$ cat config.mk
export PLATFORM = sky130hd
export DESIGN_NAME = mpsit_front
export DESIGN_NICKNAME = d
export VERILOG_FILES = /design/src/hw/rtl/multi_party_set_intersection_table_macros.svh /design/src/hw/rtl/mpsit_pkg.sv /design/src/hw/rtl/mpsit_front.sv
export SDC_FILE = /design/constraint.sdc
export NUM_CORES = 1
export LEC_CHECK = 0
export ABC_AREA = 0
export BUFFER_PORTS_ARGS = -buffer_cell sky130_fd_sc_hd__buf_4
export CAP_MARGIN = 20
export CELL_PAD_IN_SITES_DETAIL_PLACEMENT = 1
export CELL_PAD_IN_SITES_GLOBAL_PLACEMENT = 1
export CORE_MARGIN = 5
export CORE_UTILIZATION = 40
export DETAILED_ROUTE_END_ITERATION = 8
export PLACE_DENSITY = 0.67
export SETUP_SLACK_MARGIN = 0.2
export SLEW_MARGIN = 10
export SYNTH_ARGS = -nofsm -noshare
export SYNTH_HDL_FRONTEND = slang
export SYNTH_SLANG_ARGS = --single-unit
$ cat constraint.sdc
create_clock -name clk -period 11 [get_ports clk]
set_clock_uncertainty 0.1 [all_clocks]
set_input_delay 1.1 -clock clk [delete_from_list [all_inputs] [get_ports clk]]
set_output_delay 1.1 -clock clk [all_outputs]
set_load 0.1 [all_outputs]
$ cat src/hw/rtl/multi_party_set_intersection_table_macros.svh
// ----------------------------------------------------------------------------
// Assertion macros for the multi-party set intersection table
// Shared concurrent assertion forms clocked on clk and disabled in reset.
// ----------------------------------------------------------------------------
`ifndef MULTI_PARTY_SET_INTERSECTION_TABLE_MACROS_SVH
`define MULTI_PARTY_SET_INTERSECTION_TABLE_MACROS_SVH

// The consequent holds in the same cycle as the antecedent.
`define MPSIT_ASSERT_IMPLY(label, ante, cons, msg) \
  label: assert property (@(posedge clk) disable iff (rst) (ante) |-> (cons)) \
    else $error(msg);

// The consequent holds in the cycle after the antecedent.
`define MPSIT_ASSERT_NEXT(label, ante, cons, msg) \
  label: assert property (@(posedge clk) disable iff (rst) (ante) |=> (cons)) \
    else $error(msg);

`endif

$ cat src/hw/rtl/mpsit_pkg.sv
// ----------------------------------------------------------------------------
// Multi-party set intersection table package
// Sizes, operation codes, hash constants and the request type.
// ----------------------------------------------------------------------------
package mpsit_pkg;

  localparam int MAX_PARTIES   = 8;
  localparam int TABLE_ENTRIES = 4096;
  localparam int SLOT_W        = $clog2(TABLE_ENTRIES);
  localparam int PARTY_W       = $clog2(MAX_PARTIES);
  localparam int POS_W         = 16;
  localparam int WORD_W        = 64;
  localparam int ROUND_W       = 4;
  localparam int COUNT_W       = 13;
  localparam int PC_W          = 4;
  localparam int HALF_W        = 22;
  localparam int HASH_W        = 2 * HALF_W;

  localparam logic [1:0] OP_ADD   = 2'd0;
  localparam logic [1:0] OP_READ  = 2'd1;
  localparam logic [1:0] OP_CLEAR = 2'd2;

  localparam logic [WORD_W-1:0] HASH_MULT = 64'h9E3779B97F4A7C15;
  localparam logic [HALF_W-1:0] HASH_C0   = HASH_MULT[HALF_W-1:0];
  localparam logic [HALF_W-1:0] HASH_C1   = HASH_MULT[HASH_W-1:HALF_W];

  typedef struct packed {
    logic [1:0]         opcode;
    logic [PARTY_W-1:0] party;
    logic [POS_W-1:0]   position;
    logic [WORD_W-1:0]  key_word;
    logic [WORD_W-1:0]  tag_word;
    logic [SLOT_W-1:0]  slot;
    logic [SLOT_W-1:0]  home;
  } req_t;

endpackage

$ cat src/hw/rtl/mpsit_front.sv
// ----------------------------------------------------------------------------
// Front end
// Accepts requests and computes the home slot of the key in two stages.
// ----------------------------------------------------------------------------
module mpsit_front import mpsit_pkg::*; (
  input  logic               clk,
  input  logic               rst,
  input  logic               in_valid,
  output logic               in_ready,
  input  logic [1:0]         opcode,
  input  logic [PARTY_W-1:0] party,
  input  logic [POS_W-1:0]   position,
  input  logic [WORD_W-1:0]  key_word,
  input  logic [WORD_W-1:0]  tag_word,
  input  logic [SLOT_W-1:0]  slot,
  output logic               push_valid,
  output req_t               push_req,
  input  logic               push_ready
);

  logic              s1_valid;
  req_t              s1_req;
  req_t              s1_hashed;
  logic [HASH_W-1:0] s1_p00;
  logic [HALF_W-1:0] s1_p01;
  logic [HALF_W-1:0] s1_p10;
  logic              s2_valid;
  req_t              s2_req;
  logic              s1_move;
  logic              s2_free;
  logic [HASH_W-1:0] hash_sum;
  logic [HALF_W-1:0] cross_sum;
  logic [HASH_W-1:0] p01_full;
  logic [HASH_W-1:0] p10_full;

  assign s2_free    = !s2_valid || push_ready;
  assign s1_move    = s1_valid && s2_free;
  assign in_ready   = !s1_valid || s1_move;
  assign push_valid = s2_valid;
  assign push_req   = s2_req;

  assign p01_full  = key_word[HALF_W-1:0] * HASH_C1;
  assign p10_full  = key_word[HASH_W-1:HALF_W] * HASH_C0;
  assign cross_sum = s1_p01 + s1_p10;
  assign hash_sum  = s1_p00 + {cross_sum, {HALF_W{1'b0}}};

  always_comb begin
    s1_hashed      = s1_req;
    s1_hashed.home = hash_sum[SLOT_W-1:0] ^ hash_sum[HASH_W-1:32];
  end

  always_ff @(posedge clk) begin
    if (rst) begin
      s1_valid <= 1'b0;
      s2_valid <= 1'b0;
    end else begin
      if (in_ready) begin
        s1_valid <= in_valid;
      end
      if (s2_free) begin
        s2_valid <= s1_valid;
      end
    end
    if (in_ready && in_valid) begin
      s1_req.opcode   <= opcode;
      s1_req.party    <= party;
      s1_req.position <= position;
      s1_req.key_word <= key_word;
      s1_req.tag_word <= tag_word;
      s1_req.slot     <= slot;
      s1_req.home     <= '0;
      s1_p00          <= key_word[HALF_W-1:0] * HASH_C0;
      s1_p01          <= p01_full[HALF_W-1:0];
      s1_p10          <= p10_full[HALF_W-1:0];
    end
    if (s1_move) begin
      s2_req <= s1_hashed;
    end
  end

endmodule

==> flow_results.org <==
** STA
- Headroom to the max-slew limit came out at 0.377.
- Setup tns final :: 0 ps
- Total of endpoints with negative setup slack in the final report :: 0
- Achievable clock frequency :: around 0.15 GHz
- Final max-slew violation count :: 0
- The clock period could shrink to between 6000 and 7000 ps.
- At the pin with the least slew margin, the transition time is 935 ps.
- The hold violation total from the final report is 0.
- Unrepaired setup endpoints after global routing :: no
- Of the available clock period, the critical path in the final layout requires 0.618.

** Detailed routing
- Routed vias/inst :: roughly 4.9
- Routed wire per std cell :: between 20 and 25 um
- Post-Route WL :: 81600 um
- Antenna Violating Nets Remaining :: 0
- The first detailed-routing pass took 4 iterations.
- For this run, design rule violations remaining after detail routing come to 0.
- The first routing iteration left about 890 violations.
- Detailed routing inserted a total of between 15000 and 20000 vias.

** Synthesis
- Of the synthesized area, sequential elements account for 0.418.
- After synthesis, the mean cell area works out to 13.3 um2.
- Syn nets :: about 3100
- The cell area that synthesis handed to floorplanning was ~29000 um2.
- Yosys warning count :: 0
- Distinct cell type count of the synthesized netlist :: between 50 and 60
- Yosys reg bits :: between 400 and 500
- Dominant register cell in the synthesized netlist :: edfxtp_1
- Cells after synthesis :: approximately 2200
- In the synthesized netlist the async set-or-reset flop fraction comes to 0.
- Counting flops with a built-in enable in the synthesized netlist gives 403.

** Clock tree
- Number of sinks handled by clock tree synthesis :: slightly above 400
- In this run the post-CTS setup repair buffer count came out at 0.
- Clock input transition at the sequential cells of the worst setup and hold paths :: 70 ps
- Number of buffers inserted during clock tree synthesis :: between 40 and 50
- TritonCTS built the clock tree.
- Root Driver :: clkbuf_16
- Hold buffer count at cts :: 0
- At the later pin of the worst-skew pair, clock insertion delay measures 590 ps.
- In this run the number of H-tree levels came out at 2.
- In this run the deepest clock path goes through 3 buffers.
- Quantity of gates resized following cts :: 0

** Status
- The flow ran to the end, and the final reports show no timing, DRC or antenna violations.

** Finish
- Final std cell area, no fill :: 34500 um2
- Filler cells :: around 7400
- Leaving out fill and tap cells, the most frequent cell in the layout is inv_1.
- Count of nets after finishing :: about 3500
- In the layout the commonest cells are 487 x inv_1, 447 x ha_1, 403 x edfxtp_1, 340 x buf_4, 293 x fa_1.
- Fraction of layout instances using a drive strength above 1 :: 0.165
- Measured on the finished design, the core utilization comes to 0.480.
- Relative area change from synthesis to final layout :: 18.7%

** Floorplan
- Die outline height :: between 200 and 300 um
- Number of top-level design ports :: between 300 and 400
- Std cell rows :: 98
- The initial utilization of the core area, before any placement, comes to 0.405.
- Area of the die :: between 70000 and 80000 um2
- Die X-Extent :: 279 um
- The total area inside the core boundary comes to between 70000 and 80000 um2.

** GRT
- Largest net degree at the start of global routing :: roughly 160
- Global route overflow :: 0
- Total Routing Usage GR :: 0.211
- The number of antenna violations at the first check in global routing is 3.
- First-pass GRT wire length :: ~120000 um
- Number of global-route vias before repair :: 20100

** Worst setup path
- Worst Setup End Kind :: flip-flop
- The worst register-to-register path begins at s1_hashed[88]$_DFFE_PP_.
- STA classifies the critical path startpoint as a primary input.
- Of all nets on the critical path, the largest fanout is 13.
- CP Data Required Time :: between 10000 and 15000 ps
- Number of cells traversed by the worst register-to-register path :: 17
- Type of the worst setup path :: in2reg
- CP startpoint :: key_word[0]
- Arrival time reported for the critical path endpoint :: roughly 7000 ps
- Across all register-to-register paths, the minimum setup slack is 6040 ps.
- In this run the critical register-to-register path is captured at push_req[10]$_DFFE_PP_.

** Placement
- Summed over all nets, the half-perimeter wirelength after detailed placement is 67300 um.
- The count of buffers added on input and output ports is ~340.
- Instance area after placement :: ~33000 um2
- Routability-driven placement finished with a final weighted congestion of about 0.91.

** Worst hold path
- Min-delay src :: s1_hashed[105]$_DFFE_PP_
- Worst Hold Depth :: 0
- Hold Path End :: push_req[105]$_DFFE_PP_
- Worst min-delay path class :: reg2reg

** Run
- Max-cap violations in this run came to 0.
flip-flops by register name, summed over array words and instances, names as in the netlist:
name        flops
push_req      173
push_valid      1
s1_hashed     161
s1_p00         29
s1_p01         20
s1_p10         20
s1_valid        1
routing by layer:
layer  global-route usage  vias up  part of all wire
li1                     -     8142                 -
met2                0.370      386              0.50
met4               0.0582        2             0.030
met3               0.0399      106             0.051
met5                    0        -           0.00016
met1                0.269     8812              0.42
worst max-delay path: stages:
cell,delay (ps)
buf_4,230
inv_1,100
fa_1,490
inv_1,110
ha_1,340
ha_1,200
inv_1,50
fa_1,490
inv_1,60
fa_1,480
fa_1,490
inv_1,50
fa_1,480
inv_1,40
ha_1,330
a2111oi_0,480
a31o_1,240
o41ai_1,80
a21oi_1,180
a21oi_1,140
a21o_1,290
and3_1,210
a311o_1,350
synthesized netlist by cell type, types with 4 or more instances:
cell type | n | share of area
nor2_1 | 43 | 0.0056
a31oi_1 | 8 | 0.0017
nand3_1 | 21 | 0.0036
a211oi_1 | 8 | 0.0021
or2_2 | 8 | 0.0017
fa_1 | 293 | 0.20
o21bai_1 | 10 | 0.0026
and3_1 | 9 | 0.0019
nand2b_1 | 12 | 0.0026
edfxtp_1 | 403 | 0.42
xor2_1 | 35 | 0.011
and2_1 | 4 | 0.00086
o21ai_0 | 31 | 0.0053
nor3_1 | 22 | 0.0038
inv_1 | 487 | 0.063
ha_1 | 447 | 0.19
o21a_1 | 12 | 0.0031
nor2b_1 | 8 | 0.0017
xnor2_1 | 110 | 0.033
a21oi_1 | 80 | 0.014
o21ai_1 | 5 | 0.00086
nand4_1 | 12 | 0.0026
clkbuf_1 | 5 | 0.00065
a21o_1 | 34 | 0.0088
nand2_1 | 30 | 0.0039
worst max-delay path by stage:
stage | slack (ps) | to | depth (start not counted)
after floorplan | 1360 | push_req[0]$_DFFE_PP_ | 2
after global placement | 3660 | s1_p00[36]$_DFFE_PP_ | 20
after detailed placement | 3600 | s1_p00[35]$_DFFE_PP_ | 23
after CTS | 4230 | s1_p00[35]$_DFFE_PP_ | 23
after global routing | 3980 | s1_p00[35]$_DFFE_PP_ | 23
final | 4200 | s1_p00[35]$_DFFE_PP_ | 23
kinds of logic (layout without fill, tap and decap cells):
kind of cell | Yosys count | count (layout) | share of synthesized area
AOI/OAI and AO/OA | 223 | 223 | 0.0487
xor gates and xnor gates | 145 | 145 | 0.0437
adders and majority gates | 740 | 740 | 0.395
buffers and inverters | 492 | 917 | 0.0636
DFF | 405 | 405 | 0.418
muxes | 1 | 1 | 0.000345
other | 0 | 1 | 0
and+or+nand+nor | 179 | 179 | 0.0307
area by class of cell:
class / count / area (um2) / share of cell area
antenna: 1 / 2.50 / 0.0000726
clock buffer: 54 / 1220 / 0.0355
clock inverter: 34 / 427 / 0.0124
inverter: 487 / 1830 / 0.0530
multi-input combinational: 1288 / 15100 / 0.437
sequential: 405 / 12100 / 0.352
tap: 950 / 1190 / 0.0345
timing repair buffer: 342 / 2590 / 0.0752
through the flow:
step / hold slack [ps] / setup slack, ps / instances
6_report: 315 / 4200 / 3561
5_1_grt: 320 / 3980 / 3561
4_1_cts: 317 / 4230 / 3560
3_5_place_dp: 306 / 3600 / 3472
3_3_place_gp: 300 / 3660 / 3472
2_1_floorplan: 300 / 1360 / 2185
Power is left out: the tool's default activity adds up to more than one toggle a clock period on the data nets, which glitch-free logic cannot reach.
