## src/hw/rtl/multi_party_set_intersection_table_macros.svh

```systemverilog
// ----------------------------------------------------------------------------
// Assertion macros for the multi-party set intersection table
// Shared concurrent assertion forms clocked on clk and disabled in reset.
// ----------------------------------------------------------------------------
`ifndef MULTI_PARTY_SET_INTERSECTION_TABLE_MACROS_SVH
`define MULTI_PARTY_SET_INTERSECTION_TABLE_MACROS_SVH

// The consequent holds in the same cycle as the antecedent.
`define MPSIT_ASSERT_IMPLY(label, ante, cons, msg) \
  label: assert property (@(posedge clk) disable iff (rst) (ante) |-> (cons)) \
    else $error(msg);

// The consequent holds in the cycle after the antecedent.
`define MPSIT_ASSERT_NEXT(label, ante, cons, msg) \
  label: assert property (@(posedge clk) disable iff (rst) (ante) |=> (cons)) \
    else $error(msg);

`endif

```

## src/hw/rtl/mpsit_pkg.sv

```systemverilog
// ----------------------------------------------------------------------------
// Multi-party set intersection table package
// Sizes, operation codes, hash constants and the request type.
// ----------------------------------------------------------------------------
package mpsit_pkg;

  localparam int MAX_PARTIES   = 8;
  localparam int TABLE_ENTRIES = 4096;
  localparam int SLOT_W        = $clog2(TABLE_ENTRIES);
  localparam int PARTY_W       = $clog2(MAX_PARTIES);
  localparam int POS_W         = 16;
  localparam int WORD_W        = 64;
  localparam int ROUND_W       = 4;
  localparam int COUNT_W       = 13;
  localparam int PC_W          = 4;
  localparam int HALF_W        = 22;
  localparam int HASH_W        = 2 * HALF_W;

  localparam logic [1:0] OP_ADD   = 2'd0;
  localparam logic [1:0] OP_READ  = 2'd1;
  localparam logic [1:0] OP_CLEAR = 2'd2;

  localparam logic [WORD_W-1:0] HASH_MULT = 64'h9E3779B97F4A7C15;
  localparam logic [HALF_W-1:0] HASH_C0   = HASH_MULT[HALF_W-1:0];
  localparam logic [HALF_W-1:0] HASH_C1   = HASH_MULT[HASH_W-1:HALF_W];

  typedef struct packed {
    logic [1:0]         opcode;
    logic [PARTY_W-1:0] party;
    logic [POS_W-1:0]   position;
    logic [WORD_W-1:0]  key_word;
    logic [WORD_W-1:0]  tag_word;
    logic [SLOT_W-1:0]  slot;
    logic [SLOT_W-1:0]  home;
  } req_t;

endpackage

```

## src/hw/rtl/mpsit_queue.sv

```systemverilog
// ----------------------------------------------------------------------------
// Request queue
// Two-entry queue that decouples the front end from the table engine.
// ----------------------------------------------------------------------------
module mpsit_queue import mpsit_pkg::*; (
  input  logic clk,
  input  logic rst,
  input  logic push_valid,
  input  req_t push_req,
  output logic push_ready,
  output logic pop_valid,
  output req_t pop_req,
  input  logic pop
);

  req_t       entries [0:1];
  logic       wr_ptr;
  logic       rd_ptr;
  logic [1:0] fill;
  logic       do_push;

  assign push_ready = (fill != 2'd2);
  assign pop_valid  = (fill != 2'd0);
  assign pop_req    = entries[rd_ptr];
  assign do_push    = push_valid && push_ready;

  always_ff @(posedge clk) begin
    if (rst) begin
      wr_ptr <= 1'b0;
      rd_ptr <= 1'b0;
      fill   <= 2'd0;
    end else begin
      if (do_push) begin
        wr_ptr <= !wr_ptr;
      end
      if (pop) begin
        rd_ptr <= !rd_ptr;
      end
      if (do_push && !pop) begin
        fill <= fill + 2'd1;
      end else if (!do_push && pop) begin
        fill <= fill - 2'd1;
      end
    end
    if (do_push) begin
      entries[wr_ptr] <= push_req;
    end
  end

endmodule

```

## config.mk

```make
export PLATFORM = sky130hd
export DESIGN_NAME = mpsit_queue
export DESIGN_NICKNAME = d
export VERILOG_FILES = /design/src/hw/rtl/multi_party_set_intersection_table_macros.svh /design/src/hw/rtl/mpsit_pkg.sv /design/src/hw/rtl/mpsit_queue.sv
export SDC_FILE = /design/constraint.sdc
export NUM_CORES = 1
export LEC_CHECK = 0
export BUFFER_PORTS_ARGS = -buffer_cell sky130_fd_sc_hd__buf_2
export CAP_MARGIN = 5
export CORE_MARGIN = 2
export CORE_UTILIZATION = 42
export CTS_BUF_LIST = sky130_fd_sc_hd__clkbuf_8 sky130_fd_sc_hd__clkbuf_16
export CTS_CLUSTER_DIAMETER = 60
export CTS_CLUSTER_SIZE = 20
export DETAILED_ROUTE_END_ITERATION = 16
export PLACE_DENSITY = 0.73
export SYNTH_ARGS = -nofsm -noshare
export SYNTH_HDL_FRONTEND = slang
export SYNTH_SLANG_ARGS = --single-unit
export TNS_END_PERCENT = 1
```

## constraint.sdc

```tcl
create_clock -name clk -period 6.58 [get_ports clk]
set_input_delay 0.329 -clock clk [delete_from_list [all_inputs] [get_ports clk]]
set_output_delay 0.329 -clock clk [all_outputs]
set_load 0.02 [all_outputs]
```

==> qor.yml, run 1 <==
placement:
  placed_cell_area_sq_mm: 0.01487
  port-buffer-count: 351
  place.gp.congestion: 0.7304
  dp_hpwl_um: 16220
floorplanning:
  coreArea_sq_mm: 0.02980
  die_x_um: 178.4
  ioPinCount: 352
  die_area_sq_mm: 0.03184
  rows: 63
  die_h_um: 178.4
  start_util: 0.4289
clocking:
  clk_pin_slew_ns: 0.07
  clk_latency_ns: 0.54
  cts_made_buffers: 26
  cts_tree: "done"
  cts_sinks: 351
  cts_max_path_buffers: 3
  ctsResizeCount: 0
  htreeDepth: 1
  ctsRootBufferMaster: "clkbuf_16"
  cts_setup_buffers: 0
grt:
  grt_first_pass_wirelength_um: 39850
  grt_max_degree: 78
  grt_usage: 0.1612
  grt_pass1_vias: 7696
  grt_overflow: 0
  antenna_found_initial: 2
sta:
  setup-tns-final_ns: 0
  layout_min_cycle_time_ns: 3.232
  setup_viol_count_final: 0
  skew_ns: 0.01735
  fin_crit_sh: 0.4911
  max-slew-margin-rel: 0.2811
  drv_slew: 0
  fmax_ghz: 0.3095
  hold_violations: 0
  tightest_slew_ns: 1.078
  rsz0062_at_grt: "no"
finish:
  fill_cells: 2161
  stdcell_area_sq_mm: 0.01747
  seqCellArea_sq_mm: 0.01049
  nets: 1280
  area_growth_pct: 36.67
  layout_common_cells: "buf_2 (351), edfxtp_1 (346), dlygate4sd3_1 (174)"
  drive_above_1_share: 0.5152
  multiInputGateArea_sq_mm: 0.002074
  final_common_cell: "buf_2"
setup_path:
  start_kind: "flop"
  path_cells: "buf_4 > mux2_2 > buf_2"
  crit_type: "flop to output port"
  crit_family: "flip-flops"
  worst_path_largest_cell_delay_ns: 0.96
  path_max_fanout: 68
  cp-end-kind: "output port"
  crit_arrival_ns: 2.90
  crit_path_top_delay_cell: "dfxtp_4"
  critPathRequiredTime_ns: 6.25
  path_buf_inv: 2
yosys:
  yosysWarnings: 0
  syn_inst: 562
  synth-seq-cells: 351
  synthesis.nets: 740
  netlist_area_sq_mm: 0.01278
  syn_area_per_cell_sq_um: 22.74
  synth.distinct_cells: 18
  yosysSeqAreaShare: 0.8208
drt:
  drt_iter0_drc: 311
  vias: 7194
  via_per_inst: 4.764
  wl_um: 27060
  drc: 0
  dr.pass1.iters: 4
  final_antenna_net_count: 0
  wl_per_cell_um: 17.92
power_and_ir_drop:
  finalPower_uw: 5272
  peakVddDrop_uv: 237.6
  p_seq_frac: 0.527
  p_sw_uw: 1375
  power.density_mw_per_mm2: 301.8
  p_leak_uw: 0.006534
  switching_share: 0.2609
  combPwrFrac: 0.171
  clockPowerShare: 0.302
  internal-power_uw: 3897
outcome:
  outcome: "finished, final reports clean"
flow_run:
  max_cap_viol_count: 0
min_path:
  hold_class: "input pin to flop"
## layout make-up
type	instances	share of cell area
Clock inverter	17	0.01003
Sequential cell	351	0.6007
Timing Repair Buffer	531	0.2029
Clock buffer	27	0.03868
Multi-Input combinational cell	190	0.1188
Inverter	2	0.0007163
Tap cell	390	0.02793
Antenna cell	2	0.0002865
## repair_timing
item	in CTS	in global routing
endpoints found under the setup margin	0	0
endpoints found under the hold margin	347	0
hold buffers	174	0
## flip-flops by register name, indices dropped and copies added, names as in the netlist, named ones only
signal,count
entries,346
fill,2
rd_ptr,1
wr_ptr,1
## synthesized netlist by cell type
master | number | area [sq um]
and3_1 | 1 | 6.260
o21ai_0 | 1 | 5.000
nand2b_4 | 1 | 13.76
ha_1 | 1 | 12.51
a21bo_2 | 1 | 10.01
mux2_2 | 173 | 1948
dfxtp_1 | 5 | 100.1
a21oi_1 | 2 | 10.01
xor2_1 | 2 | 17.52
buf_6 | 19 | 214.0
inv_1 | 2 | 7.510
and2_1 | 1 | 6.260
xnor2_1 | 1 | 8.760
edfxtp_1 | 346 | 10390
nand3b_1 | 1 | 7.510
or2_2 | 1 | 6.260
nor2_1 | 3 | 11.26
or3_1 | 1 | 6.260
## stage by stage
stage | hold WS (ns) | setup WS [ns] | instances | util
floorplan | 0.3981 | 1.436 | 562 | -
global placement | 0.4963 | 3.873 | 1290 | 0.4991
detailed placement | 0.5065 | 3.879 | 1290 | 0.4991
CTS | 0.06505 | 3.284 | 1508 | 0.5861
global route | 0.09158 | 3.164 | 1510 | 0.5863
finish | 0.09427 | 3.349 | 1510 | 0.5863
## power groups by stage
stage | sequential, uW | clock, uW | combinational (uW)
final | 2780 | 1590 | 902
after CTS | 2780 | 1640 | 907
after global routing | 2800 | 1720 | 964
after floorplan | 2830 | 0 | 552
after global placement | 2820 | 0 | 811
after detailed placement | 2830 | 0 | 819
## layer usage
metal,vias up,track usage,part of all wire
li1,3310,-,-
met1,3542,0.1894,0.39
met2,295,0.2846,0.51
met3,47,0.04582,0.079
met4,0,0.05217,0.026
met5,-,0,0
## cell families after synthesis
kind of cell | after synthesis | share of synthesized area
AO/OA/AOI/OAI | 4 | 0.001958
multiplexers | 173 | 0.1524
AND/OR/NAND/NOR | 9 | 0.004504
XOR/XNOR | 3 | 0.002056
adder cells (fa/ha/maj) | 1 | 0.0009788
flip-flops | 351 | 0.8208
buffers and inverters | 21 | 0.01733
## worst register-to-register path, cell delays in order (launching register included)
cell      delay (ns)
dfxtp_1         0.40
nand2b_4        0.18
and3_4          0.50
buf_4           0.83
## worst paths after layout
path	from	endpoint	slack, ns	depth (start not counted)
max reg2reg	fill[0]	entries[1][92]	4.16	3
min reg2reg	rd_ptr	flop	0.53	2
max	flop	pop_req[114]	3.35	3
min	pop	flop	0.09	3
No activity file was read; power rests on OpenSTA's default activity.
==> run 2, diff against run 1 <==
--- a/config.mk
+++ b/config.mk
@@ -5,6 +5,7 @@
 export SDC_FILE = /design/constraint.sdc
 export NUM_CORES = 1
 export LEC_CHECK = 0
+export ABC_AREA = 1
 export BUFFER_PORTS_ARGS = -buffer_cell sky130_fd_sc_hd__buf_2
 export CAP_MARGIN = 5
 export CORE_MARGIN = 2
==> constraint.sdc (replaced) <==
create_clock -name clk -period 3.1 [get_ports clk]
set_input_delay 0.155 -clock clk [delete_from_list [all_inputs] [get_ports clk]]
set_output_delay 0.155 -clock clk [all_outputs]
set_load 0.02 [all_outputs]
==> run 2 against run 1 <==
Net effect:
- cell count is 1.7% higher
- highest routed layer unchanged
- sequential share of layout area shrank 0.76 points
- routed wire length rose by 0.87%
- largest power group unchanged
==> qor.yml, run 2 <==
finish:
  drive_above_1_share: 0.5175  # was 0.5152
  fill_cells: 2189  # was 2161
  largest_reg_flops: 346  # unchanged
  fin_util: 0.5922  # was 0.5863
  finalNonFillerCells: 1536  # was 1510
  nets: 1305  # was 1280
  top_regs: "entries (346), fill (2)"  # unchanged
  area_growth_pct: 37.97  # was 36.67%
  top_register: "entries"  # unchanged
  layout_common_cells: "buf_2 (351), edfxtp_1 (346), dlygate4sd3_1 (177)"  # was buf_2 (351), edfxtp_1 (346), dlygate4sd3_1 (174)
  final_common_cell: "buf_2"  # unchanged
setup_path:
  crit_type: "flop to output port"  # unchanged
  worstRegToRegCells: 5  # was 3
  path_max_fanout: 92  # was 68
  crit_arrival_ns: 1.97  # was 2.90 ns
  rrSetupSlack_ns: 1.36  # was 4.16 ns
  critPathRequiredTime_ns: 2.94  # was 6.25 ns
  cp-end-kind: "output port"  # unchanged
  endpoint: "pop_req[170]"  # was pop_req[114]
  start_kind: "flop"  # unchanged
  r2r-start: "fill[0]"  # unchanged
  r2r-end: "entries[0][146]"  # was entries[1][92]
drt:
  drt_iter0_drc: 345  # was 311
  dr.pass1.iters: 4  # unchanged
  wl_per_cell_um: 17.77  # was 17.92 um
  wl_um: 27300  # was 27060 um
  drc: 0  # unchanged
  m1WireLength_um: 10230  # was 10470 um
  final_antenna_net_count: 0  # unchanged
  highest_layer: "met4"  # unchanged
  via_per_inst: 4.735  # was 4.764
  vias: 7273  # was 7194
  wl_met3_um: 1867  # was 2141 um
  met2_length_um: 14290  # was 13760 um
clocking:
  cts_tree: "done"  # unchanged
  clk_latency_ns: 0.55  # was 0.54 ns
  htreeDepth: 1  # unchanged
  cts_max_path_buffers: 3  # unchanged
  cts_made_buffers: 27  # was 26
  cts_sinks: 351  # unchanged
  ctsRootBufferMaster: "clkbuf_16"  # unchanged
  clk_pin_slew_ns: 0.08  # was 0.07 ns
  ctsResizeCount: 0  # unchanged
floorplanning:
  start_util: 0.4292  # was 0.4289
  die_h_um: 178.7  # was 178.4 um
  ioPinCount: 352  # unchanged
  die_x_um: 178.7  # was 178.4 um
  coreArea_sq_mm: 0.02987  # was 0.02980 sq mm
  rows: 63  # unchanged
  die_area_sq_mm: 0.03195  # was 0.03184 sq mm
outcome:
  outcome: "finished, final reports clean"  # unchanged
sta:
  hold_violations: 0  # unchanged
  drv_slew: 0  # unchanged
  fin_crit_sh: 0.6848
  whs_ns: 0.3267  # was 0.09427 ns
  max-slew-margin-rel: 0.6381  # was 0.2811
  fin_ws_ns: 0.9771  # was 3.349 ns
  skew_ns: 0.02127  # was 0.01735 ns
  setup-tns-final_ns: 0  # unchanged
  rsz0062_at_grt: "no"  # unchanged
  tightest_slew_ns: 0.5429  # was 1.078 ns
  layout_min_cycle_time_ns: 2.123
  setup_viol_count_final: 0  # unchanged
  fmax_ghz: 0.4711
grt:
  grt_overflow: 0  # unchanged
  antenna_found_initial: 1  # was 2
  grt_first_pass_wirelength_um: 40930  # was 39850 um
  grt_max_degree: 93  # was 78
  grt_usage: 0.1641  # was 0.1612
  grt_pass1_vias: 7950  # was 7696
yosys:
  synthTopCellsByCount: "edfxtp_1 (346), mux2_2 (173), clkbuf_8 (15)"  # was edfxtp_1 (346), mux2_2 (173), buf_6 (19)
  synth_compound_area_frac: 0.001171  # was 0.001958
  synthSimpleGateAreaFrac: 0.004976  # was 0.004503
  yosysMostFrequentCell: "edfxtp_1"  # unchanged
  muxShareOfSynthArea: 0.1519  # was 0.1524
  synth-seq-cells: 351  # unchanged
  ys.flop_type: "edfxtp_1"  # unchanged
  yosys-top-cells-area: "edfxtp_1 (81%), mux2_2 (15%), clkbuf_8 (1.6%)"  # was edfxtp_1 (81%), mux2_2 (15%), buf_6 (1.7%)
  syn_inst: 573  # was 562
  yosysSeqAreaShare: 0.8180  # was 0.8208
  yosysWarnings: 0  # unchanged
  synth_top_area_cell: "edfxtp_1"  # unchanged
  synth_edf_count: 346  # unchanged
  syn_area_per_cell_sq_um: 22.38  # was 22.74 sq um
  synthesis.nets: 751  # was 740
  synthXorXnorAreaFrac: 0.0006830  # was 0.002056
  synth_top_cell_area_share: 0.8102  # was 0.8129
  ys_async_sr_fraction: 0  # unchanged
  netlist_area_sq_mm: 0.01282  # was 0.01278 sq mm
  synth_top_family_by_area: "multiplexers"  # unchanged
  synth.distinct_cells: 14  # was 18
  synth_fa_ha_area_frac: 0.0009757  # was 0.0009790
power_and_ir_drop:
  power.density_mw_per_mm2: 620.3  # was 301.8 mW/mm^2
  peakVddDrop_uv: 473.5  # was 237.6 uV
  p_leak_uw: 0.006658  # was 0.006534 uW
placement:
  dp_cells: 1311  # was 1290
  dp_hpwl_um: 16660  # was 16220 um
  place_ws_ns: 1.330  # was 3.879 ns
  place.gp.congestion: 0.7201  # was 0.7304
  port-buffer-count: 351  # unchanged
min_path:
  hold_class: "input pin to flop"  # unchanged
flow_run:
  max_cap_viol_count: 0  # unchanged
## run 2: cell type report
| type | instances | area [sq um] | share of cell area |
|---|---|---|---|
| Clock inverter | 19 | 193.9 | 0.01096 |
| Multi-Input combinational cell | 194 | 2078 | 0.1175 |
| Sequential cell | 351 | 10500 | 0.5932 |
| Antenna cell | 2 | 5.005 | 0.0002829 |
| Tap cell | 390 | 488.0 | 0.02758 |
| Clock buffer | 27 | 675.6 | 0.03819 |
| Timing Repair Buffer | 544 | 3724 | 0.2105 |
| Inverter | 9 | 33.78 | 0.001909 |
## run 2: logic make-up after synthesis
logic type	after synthesis
compound gates	3
xor+xnor	1
fa+ha+maj	1
buf+inv	28
flops	351
mux	173
simple gates	16
## run 2: worst min path at each step
stage                       start               to  slack, ns  depth (start not counted)
floorplan                     rst             flop       0.23                          1
global placement              rst             flop       0.34                          2
detailed placement            rst             flop       0.34                          2
CTS                  push_req[30]   entries[0][30]       0.30                          2
global route         push_req[27]   entries[1][27]       0.31                          2
finish              push_req[118]  entries[0][118]       0.33                          2
## run 2: timing repair
action                    in CTS  in global routing
setup buffers                  0                  0
hold endpoints to repair     351                  0
hold buffers                 177                  0
## run 2: routing by layer
metal	track usage	vias to the layer above
met5	0	-
li1	-	3379
met2	0.2986	268
met4	0.06233	0
met1	0.1863	3566
met3	0.03944	60
## run 2: per-stage QoR
| stage | power [uW] | cell area, sq um |
|---|---|---|
| after global placement | 7425 | 15050 |
| after detailed placement | 7465 | 15050 |
| after floorplan | 6897 | 12850 |
| after global routing | 11420 | 17690 |
| final | 10980 | 17690 |
| after CTS | 11090 | 17690 |
## run 2: worst max-delay path, cell delays in order (launching register included)
cell,delay (ns)
dfxtp_4,0.37
buf_12,0.39
mux2_2,0.42
buf_2,0.16
## run 2: power breakdown
part / total (uW) / leakage, uW / internal [uW] / switching, uW
Clock: 3430 / 0.000423 / 1750 / 1680
Sequential: 5740 / 0.00327 / 5650 / 84.9
Combinational: 1810 / 0.00297 / 763 / 1040
Total: 11000 / 0.00666 / 8160 / 2810
